==> src/rtl/itp_pkg.sv <==
// Shared codes, types and helpers for the infix to postfix converter.
// Used by itp_datapath, itp_controller, the top level and the checker.
package itp_pkg;

  // Input token kinds
  localparam logic [2:0] K_OPERAND  = 3'd0;
  localparam logic [2:0] K_OPERATOR = 3'd1;
  localparam logic [2:0] K_LPAREN   = 3'd2;
  localparam logic [2:0] K_RPAREN   = 3'd3;
  localparam logic [2:0] K_END      = 3'd4;

  // Result kinds
  localparam logic [1:0] OK_OPERAND  = 2'd0;
  localparam logic [1:0] OK_OPERATOR = 2'd1;
  localparam logic [1:0] OK_LPAREN   = 2'd2;
  localparam logic [1:0] OK_END      = 2'd3;

  // Stack entry: 0..3 operator code, 4 marks a '('
  localparam logic [2:0] MARK_LPAREN = 3'd4;

  // Stream widths
  localparam int unsigned InDataW  = 24;  // operand_ref, op_code, zero fill
  localparam int unsigned InUserW  = 3;   // kind
  localparam int unsigned OutDataW = 24;  // out_operand, out_op, overflow_seen, fill
  localparam int unsigned OutUserW = 2;   // out_kind

  // Source of a new result
  typedef enum logic [1:0] {
    SEL_OPERAND,
    SEL_TOP,
    SEL_END
  } sel_e;

  // Controller to datapath commands
  typedef struct packed {
    logic load;     // latch the accepted token
    logic rd;       // read the top of stack
    logic pop;      // drop the top of stack
    logic push;     // push operator or '(' mark
    logic emit;     // produce a result into the hold stage
    sel_e emit_sel;
    logic flush;    // send the held result out as the last one
    logic clr_ovf;  // clear sticky overflow
  } cmd_t;

  // Datapath to controller status
  typedef struct packed {
    logic [2:0] kind;
    logic       empty;
    logic       top_pops;   // top rank >= rank of current operator
    logic       top_is_lp;
    logic       hold_valid;
    logic       out_free;   // output register can take a transfer this cycle
  } sts_t;

  // Precedence of a stack entry; '(' ranks lowest
  function automatic logic [1:0] rank_f(logic [2:0] e);
    logic [1:0] r;
    if (e == MARK_LPAREN) begin
      r = 2'd0;
    end else if (e[1]) begin
      r = 2'd2;
    end else begin
      r = 2'd1;
    end
    return r;
  endfunction

endpackage

==> src/rtl/itp_datapath.sv <==
// Datapath of the infix to postfix converter: token register, operator stack
// memory, counters, result hold stage and output register. Depends on itp_pkg.
module itp_datapath #(
  parameter int unsigned STACK_DEPTH = 16
) (
  input  logic                           clk_i,
  input  logic                           rst_ni,
  input  itp_pkg::cmd_t                  cmd_i,
  output itp_pkg::sts_t                  sts_o,
  input  logic [15:0]                    in_operand_i,
  input  logic [1:0]                     in_op_i,
  input  logic [2:0]                     in_kind_i,
  output logic                           out_valid_o,
  input  logic                           out_ready_i,
  output logic [1:0]                     out_kind_o,
  output logic [15:0]                    out_operand_o,
  output logic [1:0]                     out_op_o,
  output logic                           out_ovf_o,
  output logic                           out_last_o
);

  localparam int unsigned AW = (STACK_DEPTH > 1) ? $clog2(STACK_DEPTH) : 1;
  localparam int unsigned CW = $clog2(STACK_DEPTH + 1);

  // Token register
  logic [2:0]  kind_q;
  logic [15:0] operand_q;
  logic [1:0]  op_q;

  always_ff @(posedge clk_i) begin
    if (cmd_i.load) begin
      kind_q    <= in_kind_i;
      operand_q <= in_operand_i;
      op_q      <= in_op_i;
    end
  end

  // Operator stack
  logic [2:0]    stack_mem [STACK_DEPTH];
  logic [2:0]    rd_q;
  logic [CW-1:0] count_q, count_d;
  logic          ovf_q, ovf_d;
  logic          full;
  logic [2:0]    push_entry;
  logic [CW-1:0] top_idx;

  assign full       = (count_q == CW'(STACK_DEPTH));
  assign push_entry = (kind_q == itp_pkg::K_LPAREN) ? itp_pkg::MARK_LPAREN : {1'b0, op_q};
  assign top_idx    = count_q - CW'(1);

  always_ff @(posedge clk_i) begin
    if (cmd_i.push && !full) begin
      stack_mem[count_q[AW-1:0]] <= push_entry;
    end
    if (cmd_i.rd) begin
      rd_q <= stack_mem[top_idx[AW-1:0]];
    end
  end

  // Fill count and sticky overflow
  always_comb begin
    count_d = count_q;
    ovf_d   = ovf_q;
    if (cmd_i.push) begin
      if (full) begin
        ovf_d = 1'b1;
      end else begin
        count_d = count_q + CW'(1);
      end
    end else if (cmd_i.pop) begin
      count_d = count_q - CW'(1);
    end
    if (cmd_i.clr_ovf) begin
      ovf_d = 1'b0;
    end
  end

  always_ff @(posedge clk_i or negedge rst_ni) begin
    if (!rst_ni) begin
      count_q <= '0;
      ovf_q   <= 1'b0;
    end else begin
      count_q <= count_d;
      ovf_q   <= ovf_d;
    end
  end

  // New result fields
  logic [1:0]  new_kind;
  logic [15:0] new_operand;
  logic [1:0]  new_op;
  logic        new_ovf;

  always_comb begin
    new_kind    = itp_pkg::OK_END;
    new_operand = '0;
    new_op      = '0;
    new_ovf     = 1'b0;
    case (cmd_i.emit_sel)
      itp_pkg::SEL_OPERAND: begin
        new_kind    = itp_pkg::OK_OPERAND;
        new_operand = operand_q;
      end
      itp_pkg::SEL_TOP: begin
        if (rd_q == itp_pkg::MARK_LPAREN) begin
          new_kind = itp_pkg::OK_LPAREN;
        end else begin
          new_kind = itp_pkg::OK_OPERATOR;
          new_op   = rd_q[1:0];
        end
      end
      default: begin
        new_kind = itp_pkg::OK_END;
        new_ovf  = ovf_q;
      end
    endcase
  end

  // Hold stage: a result waits here until we know whether another follows
  logic        hold_valid_q;
  logic [1:0]  hold_kind_q;
  logic [15:0] hold_operand_q;
  logic [1:0]  hold_op_q;
  logic        hold_ovf_q;
  logic        move;

  assign move = (cmd_i.emit || cmd_i.flush) && hold_valid_q;

  always_ff @(posedge clk_i or negedge rst_ni) begin
    if (!rst_ni) begin
      hold_valid_q <= 1'b0;
    end else if (cmd_i.emit) begin
      hold_valid_q <= 1'b1;
    end else if (cmd_i.flush) begin
      hold_valid_q <= 1'b0;
    end
  end

  always_ff @(posedge clk_i) begin
    if (cmd_i.emit) begin
      hold_kind_q    <= new_kind;
      hold_operand_q <= new_operand;
      hold_op_q      <= new_op;
      hold_ovf_q     <= new_ovf;
    end
  end

  // Output register
  logic        out_valid_q;
  logic [1:0]  out_kind_q;
  logic [15:0] out_operand_q;
  logic [1:0]  out_op_q;
  logic        out_ovf_q;
  logic        out_last_q;

  always_ff @(posedge clk_i or negedge rst_ni) begin
    if (!rst_ni) begin
      out_valid_q <= 1'b0;
    end else if (move) begin
      out_valid_q <= 1'b1;
    end else if (out_ready_i) begin
      out_valid_q <= 1'b0;
    end
  end

  always_ff @(posedge clk_i) begin
    if (move) begin
      out_kind_q    <= hold_kind_q;
      out_operand_q <= hold_operand_q;
      out_op_q      <= hold_op_q;
      out_ovf_q     <= hold_ovf_q;
      out_last_q    <= cmd_i.flush;
    end
  end

  assign out_valid_o   = out_valid_q;
  assign out_kind_o    = out_kind_q;
  assign out_operand_o = out_operand_q;
  assign out_op_o      = out_op_q;
  assign out_ovf_o     = out_ovf_q;
  assign out_last_o    = out_last_q;

  // Status
  assign sts_o.kind       = kind_q;
  assign sts_o.empty      = (count_q == '0);
  assign sts_o.top_pops   = (itp_pkg::rank_f(rd_q) >= itp_pkg::rank_f({1'b0, op_q}));
  assign sts_o.top_is_lp  = (rd_q == itp_pkg::MARK_LPAREN);
  assign sts_o.hold_valid = hold_valid_q;
  assign sts_o.out_free   = !out_valid_q || out_ready_i;

endmodule

==> src/rtl/itp_controller.sv <==
// Sequencer of the infix to postfix converter: walks one token through
// dispatch, stack reads and pops, and result flush. Depends on itp_pkg.
module itp_controller (
  input  logic          clk_i,
  input  logic          rst_ni,
  input  logic          in_valid_i,
  output logic          in_ready_o,
  input  itp_pkg::sts_t sts_i,
  output itp_pkg::cmd_t cmd_o
);

  localparam logic [1:0] S_IDLE     = 2'd0;
  localparam logic [1:0] S_DISPATCH = 2'd1;
  localparam logic [1:0] S_TOP      = 2'd2;
  localparam logic [1:0] S_FINISH   = 2'd3;

  logic [1:0] state_q, state_d;
  logic       can_emit;

  // Emitting moves a held result out, so the output must be free then
  assign can_emit   = !sts_i.hold_valid || sts_i.out_free;
  assign in_ready_o = (state_q == S_IDLE);

  always_comb begin
    state_d        = state_q;
    cmd_o          = '0;
    cmd_o.emit_sel = itp_pkg::SEL_TOP;
    unique case (state_q)
      S_IDLE: begin
        if (in_valid_i) begin
          cmd_o.load = 1'b1;
          state_d    = S_DISPATCH;
        end
      end
      // Decide on the token with the current stack count
      S_DISPATCH: begin
        case (sts_i.kind)
          itp_pkg::K_OPERAND: begin
            if (can_emit) begin
              cmd_o.emit     = 1'b1;
              cmd_o.emit_sel = itp_pkg::SEL_OPERAND;
              state_d        = S_FINISH;
            end
          end
          itp_pkg::K_LPAREN: begin
            cmd_o.push = 1'b1;
            state_d    = S_FINISH;
          end
          itp_pkg::K_OPERATOR: begin
            if (sts_i.empty) begin
              cmd_o.push = 1'b1;
              state_d    = S_FINISH;
            end else begin
              cmd_o.rd = 1'b1;
              state_d  = S_TOP;
            end
          end
          itp_pkg::K_RPAREN: begin
            if (sts_i.empty) begin
              state_d = S_FINISH;
            end else begin
              cmd_o.rd = 1'b1;
              state_d  = S_TOP;
            end
          end
          itp_pkg::K_END: begin
            if (!sts_i.empty) begin
              cmd_o.rd = 1'b1;
              state_d  = S_TOP;
            end else if (can_emit) begin
              cmd_o.emit     = 1'b1;
              cmd_o.emit_sel = itp_pkg::SEL_END;
              cmd_o.clr_ovf  = 1'b1;
              state_d        = S_FINISH;
            end
          end
          default: begin
            state_d = S_IDLE;
          end
        endcase
      end
      // Top of stack is in the read register
      S_TOP: begin
        case (sts_i.kind)
          itp_pkg::K_OPERATOR: begin
            if (!sts_i.top_pops) begin
              cmd_o.push = 1'b1;
              state_d    = S_FINISH;
            end else if (can_emit) begin
              cmd_o.emit = 1'b1;
              cmd_o.pop  = 1'b1;
              state_d    = S_DISPATCH;
            end
          end
          itp_pkg::K_RPAREN: begin
            if (sts_i.top_is_lp) begin
              cmd_o.pop = 1'b1;
              state_d   = S_FINISH;
            end else if (can_emit) begin
              cmd_o.emit = 1'b1;
              cmd_o.pop  = 1'b1;
              state_d    = S_DISPATCH;
            end
          end
          default: begin
            if (can_emit) begin
              cmd_o.emit = 1'b1;
              cmd_o.pop  = 1'b1;
              state_d    = S_DISPATCH;
            end
          end
        endcase
      end
      // Send the held result with last set
      S_FINISH: begin
        if (!sts_i.hold_valid) begin
          state_d = S_IDLE;
        end else if (sts_i.out_free) begin
          cmd_o.flush = 1'b1;
          state_d     = S_IDLE;
        end
      end
      default: begin
        state_d = S_IDLE;
      end
    endcase
  end

  always_ff @(posedge clk_i or negedge rst_ni) begin
    if (!rst_ni) begin
      state_q <= S_IDLE;
    end else begin
      state_q <= state_d;
    end
  end

endmodule

==> src/rtl/infix_to_postfix_converter.sv <==
// Top level of the shunting-yard infix to postfix converter.
// Instantiates itp_controller and itp_datapath; depends on itp_pkg.
//
// Tokens enter on the s_axis side one at a time and leave on the m_axis side
// in postfix order; tlast marks the final result of each input token, and an
// end token flushes the operator stack and closes with an end result whose
// overflow bit reports any push dropped on a full stack since the previous
// end. One token is worked at a time: s_axis_tready stays low from its
// transfer until the sequencer is back in idle. Every entry popped takes a
// registered read of the stack memory and then a step to decide and pop; an
// entry that is read and ends the loop (an operator of lower rank, or the
// matching '(' that is dropped) takes only the read and the decide step.
// A stall on the output side holds up the work of a token. Results pass
// through a one-deep hold stage and an output register.
module infix_to_postfix_converter #(
  parameter int unsigned STACK_DEPTH = 16
) (
  input  logic                          clk_i,
  input  logic                          rst_ni,
  input  logic                          s_axis_tvalid,
  output logic                          s_axis_tready,
  // [15:0] operand_ref, [17:16] op_code, [23:18] zero
  input  logic [itp_pkg::InDataW-1:0]   s_axis_tdata,
  // [2:0] kind
  input  logic [itp_pkg::InUserW-1:0]   s_axis_tuser,
  output logic                          m_axis_tvalid,
  input  logic                          m_axis_tready,
  // [15:0] out_operand, [17:16] out_op, [18] overflow_seen, [23:19] zero
  output logic [itp_pkg::OutDataW-1:0]  m_axis_tdata,
  // [1:0] out_kind
  output logic [itp_pkg::OutUserW-1:0]  m_axis_tuser,
  output logic                          m_axis_tlast
);

  itp_pkg::cmd_t cmd;
  itp_pkg::sts_t sts;
  logic [15:0]   out_operand;
  logic [1:0]    out_op;
  logic          out_ovf;

  // Sequencer
  itp_controller u_ctrl (
    .clk_i      (clk_i),
    .rst_ni     (rst_ni),
    .in_valid_i (s_axis_tvalid),
    .in_ready_o (s_axis_tready),
    .sts_i      (sts),
    .cmd_o      (cmd)
  );

  // Stack and result path
  itp_datapath #(
    .STACK_DEPTH (STACK_DEPTH)
  ) u_dp (
    .clk_i         (clk_i),
    .rst_ni        (rst_ni),
    .cmd_i         (cmd),
    .sts_o         (sts),
    .in_operand_i  (s_axis_tdata[15:0]),
    .in_op_i       (s_axis_tdata[17:16]),
    .in_kind_i     (s_axis_tuser[2:0]),
    .out_valid_o   (m_axis_tvalid),
    .out_ready_i   (m_axis_tready),
    .out_kind_o    (m_axis_tuser),
    .out_operand_o (out_operand),
    .out_op_o      (out_op),
    .out_ovf_o     (out_ovf),
    .out_last_o    (m_axis_tlast)
  );

  // Pack result fields
  assign m_axis_tdata = {5'd0, out_ovf, out_op, out_operand};

endmodule

==> config.mk <==
export PLATFORM = sky130hd
export DESIGN_NAME = infix_to_postfix_converter
export DESIGN_NICKNAME = d
export VERILOG_FILES = /design/src/rtl/itp_pkg.sv /design/src/rtl/itp_datapath.sv /design/src/rtl/itp_controller.sv /design/src/rtl/infix_to_postfix_converter.sv
export SDC_FILE = /design/constraint.sdc
export NUM_CORES = 1
export LEC_CHECK = 0
export ABC_AREA = 1
export ABC_CLOCK_PERIOD_IN_PS = 3500
export BUFFER_PORTS_ARGS = -buffer_cell sky130_fd_sc_hd__buf_2
export CAP_MARGIN = 20
export CORE_ASPECT_RATIO = 0.6
export CORE_MARGIN = 2
export CORE_UTILIZATION = 45
export DETAILED_ROUTE_END_ITERATION = 7
export PLACE_DENSITY = 0.66
export SLEW_MARGIN = 0
export SYNTH_ARGS = -nofsm -noshare
export SYNTH_HDL_FRONTEND = slang
export SYNTH_HIERARCHICAL = 1
export SYNTH_SLANG_ARGS = --single-unit
==> constraint.sdc <==
create_clock -name clk_i -period 3.5 [get_ports clk_i]
set_input_delay 0.175 -clock clk_i [delete_from_list [all_inputs] [get_ports clk_i]]
set_output_delay 0.175 -clock clk_i [all_outputs]
set_load 0.02 [all_outputs]
==> out/qor.csv <==
metric,value,unit
status,"complete, no violations",
clock buffer depth,2,
relative slew slack,0.435,
H-tree depth,4,
prevailing post-synth register cell,edfxtp_1,
Critical Path AT,3110,ps
Max Clock Skew,6.66,ps
Synth Area in Compound Gates,0.0199,
Post-DRT Antenna Nets,0,
Routed wire per std cell,14.2,um
diode count,0,
Post-Synth XOR/XNOR Area,0.0125,
reg2reg start,u_dp/rd_q[1],
share of layout cells above drive strength 1,0.177,
min-delay src,m_axis_tready,
flop2flop setup slack,470,ps
multi-input logic area,0.00140,mm2
GRT Overall Usage,0.180,
largest area contributor in the netlist,edfxtp_1,
final RePlAce weighted congestion,0.934,
critical path's largest stage delay,400,ps
cts repair resizes,0,
slowest CP cell,edfxtp_1,
CP dominant cell by count,nand2_1,
DP Worst Slack,523,ps
Num Clock Sinks,125,
Nets,649,
grt ovf,0,
Leak Pwr,3.02,nW
RSZ-0062 raised after global routing,false,
Setup crit start kind,flop,
Post-DP HPWL,7790,um
Tcrit/Tclk final,0.865,
Worst Tran Pin Value,847,ps
Psw,0.00199,W
Hold Crit Depth,4,
fraction of registers with async set/reset,0.0800,
I/O pin total,60,
vias,3758,
crit-path cells,inv_1 > nand2_1 > nor2_1 > inv_1 > nand2_1 > ha_1 > o21ai_0 > nand2_1 > nor2_1 > nand3_1 > o21ai_0 > o21a_1 > nand2_4 > inv_2 > nand2_1 > nor2_1,
"Core Util, Final",0.562,
combinational share of power,0.305,
effective utilization at floorplan,0.463,
Site Rows,31,
largest family of logic cells by synthesized area,simple AND/OR/NAND/NOR gates,
floorplan die height,90.4,um
WHS Endpoint,u_dp/out_valid_o,
Netlist Area Pre-Place,0.00560,mm2
die area,0.0134,mm2
Final setup viols,0,
Flop pwr share,0.377,
Pint,0.00348,W
clock root buffer,clkbuf_16,
PnR worst setup slack,473,ps
post-synthesis mux area share,0,
die width,148,um
"Reg clk slew, reported paths",60,ps
final WL,11100,um
Post-Synth Adder-Cell Area,0.0246,
max cap viols,0,
fin. max-slew vios,0,
synth unique cells,35,
storage element area,0.00370,mm2
post-synthesis simple-gate area fraction,0.190,
Worst Setup End Kind,flop,
mean post-synth cell area,10.6,um2
# fillers,1012,
worst-path fanout max,6,
clock share of power,0.318,
min cycle time layout,3030,ps
critical path class,reg -> reg,
f_max,330,MHz
HP Class,in -> reg,
first-pass GRT wire length,18100,um
worst-skew pair later-pin latency,420,ps
setup TNS,0,ps
Yosys Warn Count,6,
Overall Power,0.00547,W
Critical R2R Capture,u_dp/stack_mem[14][2],
"Seq/Total Area, Yosys",0.661,
"top cells by area, synth","edfxtp_1 62%, nand2_1 8.4%, inv_1 6.5%",
DRC,0,
Yosys reg bits,125,
via/cell ratio,4.79,
initial drt markers,482,
port buffer count,48,
top cell type's share of synthesized area,0.616,
worst vdd ir,496,uV
Reg2Reg Depth,16,
initial antenna violation count,0,
switch share,0.364,
cell count after synthesis,527,
Layout area overhead,21.3,%
vias in the first global route,3588,
CORE AREA,0.0121,mm2
pwr/cell area,805,mW/mm2
CTS Buf Count,17,
"Hold Vio Cnt, Final",0,
router iterations before antenna repair,5,
CTS tree,done,
Post-synth EDFFs,115,
largest net degree at the start of global routing,29,
Worst EP required,3580,ps
flip-flops by register name, indices dropped and copies added (netlist names), 3 cells and up:
signal,count
u_dp/stack_mem,48
u_dp/hold_operand_q,16
u_dp/operand_q,16
u_dp/out_operand_o,16
u_dp/count_q,5
u_dp/kind_q,3
u_dp/rd_q,3
power groups by stage:
| stage | Sequential, W | Clock, W | Combinational, W |
|---|---|---|---|
| 2_1_floorplan | 0.00211 | 0 | 0.00119 |
| 3_5_place_dp | 0.00209 | 0 | 0.00162 |
| 5_1_grt | 0.00208 | 0.00184 | 0.00187 |
| 3_3_place_gp | 0.00208 | 0 | 0.00159 |
| 6_report | 0.00206 | 0.00174 | 0.00167 |
| 4_1_cts | 0.00206 | 0.00178 | 0.00165 |
cells by family (layout without fill, tap and decap cells):
group / count (synthesis) / count (layout)
XOR/XNOR: 5 / 5
other: 1 / 5
adder cells (fa/ha/maj): 11 / 11
buffers and inverters: 122 / 211
flip-flops: 125 / 125
AND/OR/NAND/NOR: 245 / 245
AO/OA/AOI/OAI: 18 / 18
what timing repair did:
action	CTS	global route
hold buffers	22	0
buffers inserted	0	0
hold endpoints to repair	31	0
how the worst max path moves through the flow:
stage	cells after the start	start	endpoint	slack, ps
finish	16	u_dp/rd_q[1]	u_dp/stack_mem[14][2]	470
global route	10	u_dp/count_q[0]	u_dp/out_operand_o[15]	100
CTS	10	u_dp/count_q[0]	u_dp/out_operand_o[15]	500
detailed placement	10	u_dp/count_q[0]	u_dp/out_operand_o[5]	520
global placement	10	u_dp/count_q[0]	u_dp/out_operand_o[12]	570
floorplan	12	u_dp/count_q[0]	u_dp/out_kind_o[0]	150
critical path, delay by kind of cell, from the launching register on:
kind                     cells  cell delay [ps]
AO/OA/AOI/OAI                3              470
AND/OR/NAND/NOR              9             1270
adder cells (fa/ha/maj)      1              210
buffers and inverters        3              330
flip-flops                   1              400
Yosys cell counts, types with 2 or more instances:
library cell,count
nand3_2,2
nor3_1,3
nand2_4,2
nand3_1,56
inv_2,5
nand4_1,5
nor2_1,40
clkbuf_1,3
o21ai_0,6
xor2_1,2
buf_2,5
nand2_2,5
nor2_2,3
ha_1,11
nor4_1,2
inv_1,97
dfrtp_1,10
edfxtp_1,115
a21oi_1,3
buf_4,10
nand2_1,126
o21ai_1,3
layout by cell type, fill, tap and decap left out, drive strengths merged:
cell type and instances:
o21a 1, nor3 3, edfxtp 115, o21ba 1
bufinv 1, a21boi 1, o21ai 9, xor2 3
dfrtp 10, clkinvlp 2, nand4 5, xnor2 2
ha 11, inv 115, nor4 2, nand2 133
nor2 44, clkbuf 17, nand3 58, buf 54
o21bai 1, o22ai 1, dlygate4sd3 22, a21oi 4
conb 5
area by class of cell:
cell class                 count  share of cell area
sequential                   125               0.545
multi-input combinational    284               0.206
timing repair buffer          76              0.0743
clock buffer                  17              0.0626
inverter                     103              0.0572
tap                          165              0.0304
clock inverter                15              0.0243
metrics by stage:
| stage | cells | hold WS [ps] | area, um2 |
|---|---|---|---|
| CTS | 785 | 86.3 | 6800 |
| global placement | 731 | 67.2 | 5990 |
| detailed placement | 731 | 70.2 | 5990 |
| floorplan | 531 | -121 | 5620 |
| global route | 785 | 107 | 6800 |
| finish | 785 | 108 | 6800 |
per-layer routing:
metal,part of all wire,track usage,routed length (um)
met5,0,0,0
met4,0.017,0.0786,189
met3,0.079,0.0490,877
met2,0.41,0.240,4500
met1,0.50,0.272,5540
Power figures use the tool's default switching activity.
